$ cat src/design/wth_pkg.sv
`timescale 1ns / 1ps

package wth_pkg;

    localparam int TIME_W    = 48;
    localparam int COUNT_W   = 32;
    localparam int NBINS_W   = 11;
    localparam int BIN_OUT_W = 10;
    localparam int CFG_IDX_W = 2;
    localparam int PROD_W    = TIME_W + NBINS_W;
    localparam int DIV_STEPS = NBINS_W;
    localparam int STEP_W    = $clog2(DIV_STEPS + 1);

    typedef logic [TIME_W-1:0]    t_time;
    typedef logic [COUNT_W-1:0]   t_count;
    typedef logic [NBINS_W-1:0]   t_nbins;
    typedef logic [BIN_OUT_W-1:0] t_bin_out;
    typedef logic [CFG_IDX_W-1:0] t_cfg_idx;

    localparam t_cfg_idx CFG_WINDOW_START = 2'd0;
    localparam t_cfg_idx CFG_WINDOW_END   = 2'd1;
    localparam t_cfg_idx CFG_BINS_IN_USE  = 2'd2;

    localparam t_time  RST_WINDOW_START = 48'd0;
    localparam t_time  RST_WINDOW_END   = 48'd65536;
    localparam t_nbins RST_BINS_IN_USE  = 11'd1024;

    localparam t_count COUNT_MAX = '1;

endpackage

$ cat src/design/wth_bin_unit.sv
`timescale 1ns / 1ps

module wth_bin_unit (
    input  logic            i_clk,
    input  logic            i_rst_n,
    input  logic            i_go,
    input  wth_pkg::t_time  i_offset,
    input  wth_pkg::t_time  i_span,
    input  wth_pkg::t_nbins i_nbins,
    output logic            o_done,
    output wth_pkg::t_nbins o_bin
);

    import wth_pkg::*;

    logic              r_act;
    logic              r_mul_pend;
    logic              r_done;
    logic [STEP_W-1:0] r_cnt;
    t_time             r_offset;
    t_time             r_span;
    t_nbins            r_n;
    t_time             r_rem;
    t_nbins            r_q;

    logic [PROD_W-1:0] prod;
    logic [TIME_W:0]   trial;
    logic [TIME_W:0]   diff;
    logic              ge;

    assign prod  = PROD_W'(r_offset) * PROD_W'(r_n);
    assign trial = {r_rem, r_q[NBINS_W-1]};
    assign ge    = trial >= {1'b0, r_span};
    assign diff  = trial - {1'b0, r_span};

    always_ff @(posedge i_clk) begin
        if (!i_rst_n) begin
            r_act      <= 1'b0;
            r_mul_pend <= 1'b0;
            r_done     <= 1'b0;
            r_cnt      <= '0;
        end else begin
            r_done <= 1'b0;
            if (i_go) begin
                r_act      <= 1'b1;
                r_mul_pend <= 1'b1;
            end else if (r_mul_pend) begin
                r_mul_pend <= 1'b0;
                r_cnt      <= STEP_W'(DIV_STEPS);
            end else if (r_act) begin
                r_cnt <= r_cnt - 1'b1;
                if (r_cnt == STEP_W'(1)) begin
                    r_act  <= 1'b0;
                    r_done <= 1'b1;
                end
            end
        end
    end

    always_ff @(posedge i_clk) begin
        if (i_go) begin
            r_offset <= i_offset;
            r_span   <= i_span;
            r_n      <= i_nbins;
        end else if (r_mul_pend) begin
            // quotient < 2^NBINS_W, so the upper part starts below the divisor
            r_rem <= prod[PROD_W-1:NBINS_W];
            r_q   <= prod[NBINS_W-1:0];
        end else if (r_act) begin
            r_rem <= ge ? diff[TIME_W-1:0] : trial[TIME_W-1:0];
            r_q   <= {r_q[NBINS_W-2:0], ge};
        end
    end

    assign o_done = r_done;
    assign o_bin  = (r_q >= r_n) ? (r_n - 1'b1) : r_q;

`ifndef NO_ASSERTIONS
    a_done_idle: assert property (@(posedge i_clk) disable iff (!i_rst_n)
        r_done |-> !r_act && !r_mul_pend)
        else $error("bin unit done while still running");
    a_mul_first: assert property (@(posedge i_clk) disable iff (!i_rst_n)
        i_go |=> r_mul_pend && r_act)
        else $error("bin unit did not start with multiply");
`endif

endmodule

$ cat config.mk
export PLATFORM = sky130hd
export DESIGN_NAME = wth_bin_unit
export DESIGN_NICKNAME = d
export VERILOG_FILES = /design/src/design/wth_pkg.sv /design/src/design/wth_bin_unit.sv
export SDC_FILE = /design/constraint.sdc
export NUM_CORES = 2
export LEC_CHECK = 0
export ABC_CLOCK_PERIOD_IN_PS = 11100
export CORE_UTILIZATION = 33
export CTS_CLUSTER_SIZE = 40
export DETAILED_ROUTE_END_ITERATION = 12
export DONT_BUFFER_PORTS = 1
export GPL_TIMING_DRIVEN = 0
export SLEW_MARGIN = 20
export SYNTH_ARGS = -nofsm -noshare
export SYNTH_HDL_FRONTEND = slang
export SYNTH_SLANG_ARGS = --single-unit
$ cat constraint.sdc
create_clock -name i_clk -period 11.1 [get_ports i_clk]
set_input_delay 1.665 -clock i_clk [delete_from_list [all_inputs] [get_ports i_clk]]
set_output_delay 1.665 -clock i_clk [all_outputs]
set_load 0.01 [all_outputs]
==> results.md <==
- Area of the core: 77800 um2
- I/O pin count: about 120
- Startpoint type of the worst setup path: register
- All-layer global routing usage: 0.196
- Post-detail-place hpwl: approximately 63000 um
- Required time of the critical path: ~11 ns
- Avg Synthesized Cell Area: 9.13 um2
- Sequence of cells on the critical path: clkbuf_1, clkbuf_1, nand2_1, fa_1, fa_1, inv_1, fa_1, fa_1, inv_1, fa_1, inv_1, ha_1, a21oi_1, o21ai_0, a21oi_1, o21ai_2, a21oi_1, o21ai_2, a21oi_1, o31a_1, o21ai_0, xnor2_1, a22oi_1
- Maximum frequency from static timing analysis: roughly 120 MHz
- Worst hold path cell count: 2
- Worst-case clock buffer depth: 2
- Total CTS buffers: 17
- Buffers inserted during post-CTS setup optimization: 0
- Number of core rows: 102
- Count of vias placed by the detailed router: approximately 20000
- FF-to-FF path depth: 23
- Clock tree from TritonCTS: built
- Most frequent cells in the layout: sky130_fd_sc_hd__inv_1 (465), sky130_fd_sc_hd__nand2_1 (449), sky130_fd_sc_hd__fa_1 (414)
- Total of cells resized after clock tree synthesis: 0
- Hold Path Class: reg2reg
- Layout Skew: 0.0210 ns
- Dominant cells by area after synthesis: sky130_fd_sc_hd__fa_1 (32%), sky130_fd_sc_hd__edfxtp_1 (19%), sky130_fd_sc_hd__ha_1 (7.6%), sky130_fd_sc_hd__inv_1 (6.7%), sky130_fd_sc_hd__nand2_1 (6.5%)
- Root Driver: sky130_fd_sc_hd__clkbuf_16
- Number of antenna cells inserted: 0
- Die Footprint: 80200 um2
- Number of enable-type register cells in the synthesized netlist: between 150 and 200
- Worst Max-Slew Pin Slew: 0.963 ns
- Critical path data arrival time: 8.27 ns
- Number of synthesized register bits: between 150 and 200
- Total number of H-tree levels: 4
- Synth-to-layout area growth: 7.33%
- Capture point of the worst path: r_rem[41]
- Pin count of the biggest net entering global routing: 113
- DRC violations left: 0
- Worst R2R End: r_rem[41]
- GRT Residual Overflow: 0
- Cell accounting for the most synthesized area: sky130_fd_sc_hd__fa_1
- # fillers: a little over 8000
- Post-Place Cell Area: about 27000 um2
- Outcome: complete, no violations
- Synth cell types: 73
- Part of the Yosys area used for sequential elements: 0.196
- Detailed-route wire length per cell: 19.7 um
- Starting DRT DRC Count: about 1500
- Drt pass-1 iters: 5
- Ratio of cells with drive above 1 in the final layout: 0.0315
- Cells after Synth: 2857
- Die Ht: approximately 280 um
- Maximum fanout along the worst path: 10
- Post-Syn Area: 26100 um2
- Worst path slowest cell: sky130_fd_sc_hd__clkbuf_1
- Share of the clock period used by the worst path after layout: 0.724
- TritonCTS sink count: about 170
- Post-CTS clock slew at the launch and capture registers of the worst setup and hold paths: around 0.070 ns
- Number of nets with antenna violations after detailed routing: 0
- Cell count after placement: 3899
- Start point of the critical path: r_n[10]
- Slew headroom: 0.358
- Commonest non-fill, non-tap cell in the layout: sky130_fd_sc_hd__inv_1
- Share of synthesized registers carrying an async set or reset: 0
- Main flop type after synthesis: sky130_fd_sc_hd__edfxtp_1
- Final Setup Violations: 0
- Effective utilization at floorplan: 0.335
- Final count of pins violating max slew: 0
- Worst R2R Setup Slack: 3.06 ns
- Post-layout minimum cycle time: approximately 8 ns
- Unrepaired setup endpoints after global routing: no
- Area share of the largest cell type after synthesis: 0.318
- Kind of end point of the critical path: register
- Number of warnings printed during yosys synthesis: 0
- First-pass GRT wire length: ~120000 um
- Chip Width: between 200 and 300 um
- Number of global-route vias before repair: between 20000 and 25000
- Via-to-Cell Ratio: roughly 5.0
- Insertion delay of the later-clocked pin in the worst-skew pair: roughly 0.53 ns
- CP Class: reg2reg
- Accumulated negative setup slack: 0 ns
- Port Buffers: 0
- Startpoint of the most critical register-to-register path: r_n[10]
- Synthesized netlist net count: 3540
- Max-cap viol count: 0
- Final non-filler cell area: around 28000 um2
- Number of antenna violations at the first check in global routing: 2
- Placer Congestion: 0.917
- Number of nets in the layout: between 3000 and 4000
- Detailed Route WL: ~78000 um
- Library cell appearing most often on the critical path: sky130_fd_sc_hd__fa_1
- Worst path max stage delay: about 0.75 ns
- Final instance count without filler cells: 3931
- Final count of hold timing violations: 0
- Hold buffers post-CTS: 0
worst min path at each step:
stage | startpoint | endpoint | slack (ns)
final | r_cnt[3] | r_cnt[3] | 0.47
after global routing | r_cnt[3] | r_cnt[3] | 0.49
after CTS | r_cnt[3] | r_cnt[3] | 0.47
after detailed placement | r_cnt[3] | r_cnt[3] | 0.46
after global placement | r_cnt[3] | r_cnt[3] | 0.46
after floorplan | r_cnt[3] | r_cnt[3] | 0.43
layout make-up:
type                            instances  area (um2)  area share
Clock inverter                         14         135     0.00482
Sequential cell                       173        5120       0.183
Timing Repair Buffer                    2        40.0     0.00143
Clock buffer                           18         429      0.0153
Tap cell                             1040        1300      0.0465
Multi-Input combinational cell       2054       18600       0.663
Buffer                                164         666      0.0238
Inverter                              466        1750      0.0625
state kept, by name, indices dropped and copies added (netlist names):
name and flops:
o_done 1, r_act 1, r_cnt 4, r_mul_pend 1, r_n 11, r_offset 48
r_q 11, r_rem 48, r_span 48
cells by family after synthesis:
family | share of synthesized area
adder cells (fa/ha/maj) | 0.394
AO/OA/AOI/OAI | 0.107
AND/OR/NAND/NOR | 0.161
multiplexers | 0.0137
XOR/XNOR | 0.0356
flip-flops | 0.196
buffers and inverters | 0.0925
synthesized netlist by cell type (all sizes together), types with 9 or more instances:
cell type,count
inv,466
nand2,449
fa,414
and2,195
edfxtp,166
a21oi,161
ha,159
clkbuf,139
nor2,100
o21ai,98
a21o,67
xnor2,67
xor2,39
nand4,36
nand3,26
buf,25
nor3,21
mux2i,20
o21a,17
mux2,14
nand2b,14
a31oi,12
and3,12
nor2b,12
o21bai,12
a211oi,11
o211ai,9
worst max-delay path: cells and delay by family (launching register included):
family,cells,cell delay (ns)
flops,1,0.46
simple gates,1,0.17
buf+inv,5,1.49
fa+ha+maj,6,2.96
compound gates,10,2.48
xor+xnor,1,0.19
per-stage QoR:
| stage | setup slack [ns] | hold WS, ns | util |
|---|---|---|---|
| after global placement | 3.01 | 0.455 | 0.352 |
| final | 3.06 | 0.471 | 0.360 |
| after detailed placement | 2.99 | 0.460 | 0.353 |
| after CTS | 2.99 | 0.472 | 0.360 |
| after floorplan | 4.69 | 0.434 | - |
| after global routing | 2.75 | 0.495 | 0.360 |
metal layers:
| metal | track usage | routed length, um |
|---|---|---|
| met1 | 0.265 | 34600 |
| met2 | 0.307 | 34700 |
| met3 | 0.0479 | 5930 |
| met4 | 0.0651 | 2280 |
| met5 | 0 | 34 |
Power is left out: the tool's default activity adds up to more than one toggle a clock period on the data nets, which glitch-free logic cannot reach.
